==> src/rtl/binary_trie_max_xor_top_assert.svh <==
// assertion macros for the binary trie max-xor block
// depends on nothing; included by the top level only
`ifndef BINARY_TRIE_MAX_XOR_TOP_ASSERT_SVH
`define BINARY_TRIE_MAX_XOR_TOP_ASSERT_SVH

// same-cycle implication, checked outside reset
`define BTMX_ASSERT_NOW(label, clk, rst_n, ante, cons, msg) \
	label: assert property (@(posedge clk) disable iff (!rst_n) (ante) |-> (cons)) \
		else $error(msg);

// next-cycle implication, checked outside reset
`define BTMX_ASSERT_NEXT(label, clk, rst_n, ante, cons, msg) \
	label: assert property (@(posedge clk) disable iff (!rst_n) (ante) |=> (cons)) \
		else $error(msg);

`endif

==> src/rtl/btmx_pkg.sv <==
// shared constants, types and microcode table of the binary trie max-xor block
// depends on nothing
`timescale 1ns / 1ps

package btmx_pkg;

	localparam int KEY_BITS   = 32;
	localparam int NODE_COUNT = 4096;

	localparam int VALUE_W = 32;
	localparam int NODE_W  = $clog2(NODE_COUNT);
	localparam int CNT_W   = NODE_W + 1;
	localparam int ENTRY_W = 2 * NODE_W;
	localparam int LVL_W   = $clog2(KEY_BITS);

	// result status codes
	localparam logic [1:0] ST_OK    = 2'd0;
	localparam logic [1:0] ST_FULL  = 2'd1;
	localparam logic [1:0] ST_EMPTY = 2'd2;

	// operation kinds
	localparam logic KIND_INSERT = 1'b0;
	localparam logic KIND_QUERY  = 1'b1;

	// microprogram steps
	localparam int STEP_W = 2;
	localparam logic [STEP_W-1:0] STEP_IDLE     = 2'd0;
	localparam logic [STEP_W-1:0] STEP_DISPATCH = 2'd1;
	localparam logic [STEP_W-1:0] STEP_WALK     = 2'd2;
	localparam logic [STEP_W-1:0] STEP_RESPOND  = 2'd3;

	// jump conditions
	localparam int COND_W = 2;
	localparam logic [COND_W-1:0] COND_ACCEPT   = 2'd0;
	localparam logic [COND_W-1:0] COND_RUN_WALK = 2'd1;
	localparam logic [COND_W-1:0] COND_LAST     = 2'd2;
	localparam logic [COND_W-1:0] COND_OUT_FREE = 2'd3;

	typedef struct packed {
		logic capture;
		logic dispatch;
		logic walk;
		logic respond;
	} ctl_t;

	typedef struct packed {
		ctl_t              ctl;
		logic [COND_W-1:0] cond;
		logic [STEP_W-1:0] tgt_true;
		logic [STEP_W-1:0] tgt_false;
	} ucode_t;

	typedef struct packed {
		logic accept;
		logic run_walk;
		logic last_level;
		logic out_free;
	} cond_t;

	// control store: one word per step
	function automatic ucode_t ucode_rom(input logic [STEP_W-1:0] step);
		ucode_t w;
		w = '0;
		case (step)
			STEP_IDLE: begin
				w.ctl.capture = 1'b1;
				w.cond        = COND_ACCEPT;
				w.tgt_true    = STEP_DISPATCH;
				w.tgt_false   = STEP_IDLE;
			end
			STEP_DISPATCH: begin
				w.ctl.dispatch = 1'b1;
				w.cond         = COND_RUN_WALK;
				w.tgt_true     = STEP_WALK;
				w.tgt_false    = STEP_RESPOND;
			end
			STEP_WALK: begin
				w.ctl.walk = 1'b1;
				w.cond     = COND_LAST;
				w.tgt_true = STEP_RESPOND;
				w.tgt_false = STEP_WALK;
			end
			STEP_RESPOND: begin
				w.ctl.respond = 1'b1;
				w.cond        = COND_OUT_FREE;
				w.tgt_true    = STEP_IDLE;
				w.tgt_false   = STEP_RESPOND;
			end
			default: begin
				w.tgt_true  = STEP_IDLE;
				w.tgt_false = STEP_IDLE;
			end
		endcase
		return w;
	endfunction

endpackage

==> src/rtl/btmx_seq.sv <==
// microcode sequencer: step counter, control store lookup, conditional jumps
// depends on btmx_pkg
`timescale 1ns / 1ps

module btmx_seq import btmx_pkg::*; (
	input  logic  clk,
	input  logic  arst_n,
	input  cond_t cond,
	output ctl_t  ctl
);

	logic [STEP_W-1:0] step_q;
	ucode_t            uw;
	logic              take;

	assign uw  = ucode_rom(step_q);
	assign ctl = uw.ctl;

	always_comb begin
		case (uw.cond)
			COND_ACCEPT:   take = cond.accept;
			COND_RUN_WALK: take = cond.run_walk;
			COND_LAST:     take = cond.last_level;
			COND_OUT_FREE: take = cond.out_free;
			default:       take = 1'b0;
		endcase
	end

	always_ff @(posedge clk or negedge arst_n) begin
		if (!arst_n) begin
			step_q <= STEP_IDLE;
		end else begin
			step_q <= take ? uw.tgt_true : uw.tgt_false;
		end
	end

endmodule

==> config.mk <==
export PLATFORM = sky130hd
export DESIGN_NAME = btmx_seq
export DESIGN_NICKNAME = d
export VERILOG_FILES = /design/src/rtl/binary_trie_max_xor_top_assert.svh /design/src/rtl/btmx_pkg.sv /design/src/rtl/btmx_seq.sv
export SDC_FILE = /design/constraint.sdc
export NUM_CORES = 1
export LEC_CHECK = 0
export BUFFER_PORTS_ARGS = -buffer_cell sky130_fd_sc_hd__buf_2
export CAP_MARGIN = 40
export CORE_AREA = 2 2 39 41
export CTS_CLUSTER_SIZE = 14
export DETAILED_ROUTE_END_ITERATION = 8
export DIE_AREA = 0 0 41 43
export PLACE_DENSITY_LB_ADDON = 0.25
export SYNTH_ARGS = -nofsm -noshare
export SYNTH_HDL_FRONTEND = slang
export SYNTH_SLANG_ARGS = --single-unit
==> constraint.sdc <==
create_clock -name clk -period 2.4 [get_ports clk]
set_input_delay 0.12 -clock clk [delete_from_list [all_inputs] [get_ports clk]]
set_output_delay 0.12 -clock clk [all_outputs]
set_load 0.05 [all_outputs]
==> results.json <==
{
  "rsz0062_at_grt": "no",
  "gp_congestion": 0.6191,
  "skew_ps": 2.123,
  "ys_seq_elements": 2,
  "syn_inst": 19,
  "cts_root_buf": "clkbuf_4",
  "drt_first_pass_iters": 4,
  "io_pins": 10,
  "top_register": "step_q",
  "arrival_ps": 1610,
  "largest_reg_flops": 2,
  "mostFrequentLayoutCell": "buf_2",
  "fillers": 151,
  "grt_pass1_vias": 193,
  "holdWs_ps": 149.7,
  "clock_latency_ps": 220,
  "cts.repair.resized": 0,
  "die_h_um": 43,
  "final_hold_viol_count": 0,
  "critPathMaxFanout": 4,
  "setup_viol": 0,
  "largestRegisters": "step_q: 2 flops",
  "antenna_found_initial": 0,
  "dieArea_um2": 1763,
  "num_rows": 14,
  "clock_path_buffers": 2,
  "routed_wl_um": 411,
  "dpl.hpwl_um": 332.7,
  "area_growth_pct": 52.35,
  "first_iter_violations": 7,
  "period_minus_slack_ps": 1473,
  "clk_pin_slew_ps": 30,
  "syn_area_um2": 186.4,
  "required_ps": 2530,
  "synthDistinctLibCells": 11,
  "final_cell_mix": "buf_2, ha_1, clkbuf_4",
  "hold_path_class": "input pin to register",
  "grt_remaining_overflow": 0,
  "portBuffers": 9,
  "crit_path_start_kind": "register",
  "post-cts-setup-buffer-count": 0,
  "numCtsBuffers": 3,
  "worstMarginPinSlew_ps": 402.3,
  "crit_type": "register to register",
  "finalCritPeriodShare_pct": 61.36,
  "ant_nets": 0,
  "power.leakage_nw": 0.1558,
  "slew_violations": 0,
  "status": "complete, no violations",
  "grt_max_degree": 6,
  "grt_pass1_wl_um": 703,
  "power_density_nw_per_um2": 1538,
  "design.core.area_um2": 1384,
  "vias": 186,
  "relSlewSlack_pct": 73.18,
  "avgSynthCellArea_um2": 9.812,
  "final.setup.tns_ps": 0,
  "via_per_inst": 3.875,
  "drive_gt1_share_pct": 37.50,
  "start_util_pct": 13.47,
  "die_x_um": 41,
  "clock_sinks": 2,
  "ys_warn_count": 0,
  "drc": 0,
  "cts_tree": "built",
  "grt_use_total_pct": 6.225,
  "cap_violations": 0,
  "end_kind": "register",
  "ys_seq_area_share_pct": 26.85,
  "synth.net_count": 31,
  "fmax_mhz": 679.1,
  "nets": 46,
  "wl_per_cell_um": 8.563,
  "cts_max_level": 1,
  "antenna_cells": 0,
  "ir_drop_mv": 0.4055
}
## critical path, stage by stage, from the launching register on
cell	delay (ps)
dfrtp_1	390
inv_1	100
ha_1	210
a222oi_1	410
nor3_1	80
nor3_1	200
## power by group
group          switching (mW)  leakage [nW]  internal (mW)
clock network          0.0199        0.0138         0.0553
registers              0.0171        0.0222         0.0514
logic                   0.203         0.120         0.0900
## final timing paths
| kind | endpoint | slack, ps | startpoint | cells past startpoint |
|---|---|---|---|---|
| max in group asynchronous | step_q[0]$_DFF_PN0_ | 2100 | arst_n | 2 |
| hold reg to reg | step_q[1]$_DFF_PN0_ | 860 | step_q[1]$_DFF_PN0_ | 4 |
| hold / removal | step_q[1]$_DFF_PN0_ | 150 | cond[3] | 3 |
| min in group asynchronous | step_q[1]$_DFF_PN0_ | 200 | arst_n | 2 |
| setup / recovery | step_q[0]$_DFF_PN0_ | 930 | step_q[0]$_DFF_PN0_ | 5 |
| setup reg to reg | step_q[0]$_DFF_PN0_ | 930 | step_q[0]$_DFF_PN0_ | 5 |
## synth_stat cells
library cell,n,area share [%]
a21oi_1,1,2.7
a222oi_1,1,5.4
a22o_1,1,4.7
dfrtp_1,2,27
ha_1,6,40
inv_1,2,4.0
nand2_1,1,2.0
nor2_1,1,2.0
nor2b_1,1,3.4
nor3_1,2,5.4
nor4_1,1,3.4
## metal layers
metal,share of wire [%],routed length [um],up-vias,track usage (%)
li1,-,-,93,-
met1,51,210,81,7.717
met2,35,144,12,7.187
met3,14,56,0,1.571
met4,0,0,0,8.000
met5,0,0,-,0
## cells by family (layout without fill, tap and decap cells)
group | count (synthesis) | count (layout) | share of synthesized area [%]
AO/OA/AOI/OAI | 3 | 3 | 12.75
adder cells (fa/ha/maj) | 6 | 6 | 40.27
buffers and inverters | 2 | 15 | 4.028
flip-flops | 2 | 2 | 26.85
AND/OR/NAND/NOR | 6 | 6 | 16.11
## metrics by stage
stage	power, mW	utilization [%]	instance area [um^2]	setup WS (ps)	cells
3_5_place_dp	0.3616	18.17	251.5	912.5	44
2_1_floorplan	0.3126	-	186.4	844.0	19
4_1_cts	0.4435	20.52	284.0	900.2	48
3_3_place_gp	0.3539	18.17	251.5	951.9	44
6_report	0.4369	20.52	284.0	927.4	48
5_1_grt	0.4778	20.52	284.0	756.2	48
## timing repair
item	4_1_cts	5_1_grt
hold buffers	1	0
hold endpoints to repair	2	0
setup endpoints to repair	0	0
## cell type report
cell class | instances | area [um^2] | share of cell area (%)
inverter | 2 | 7.507 | 2.643
multi-input combinational | 15 | 128.9 | 45.37
tap | 16 | 20.02 | 7.048
clock buffer | 3 | 22.52 | 7.930
sequential | 2 | 50.05 | 17.62
timing repair buffer | 10 | 55.05 | 19.38
No activity file was read; power rests on OpenSTA's default activity.
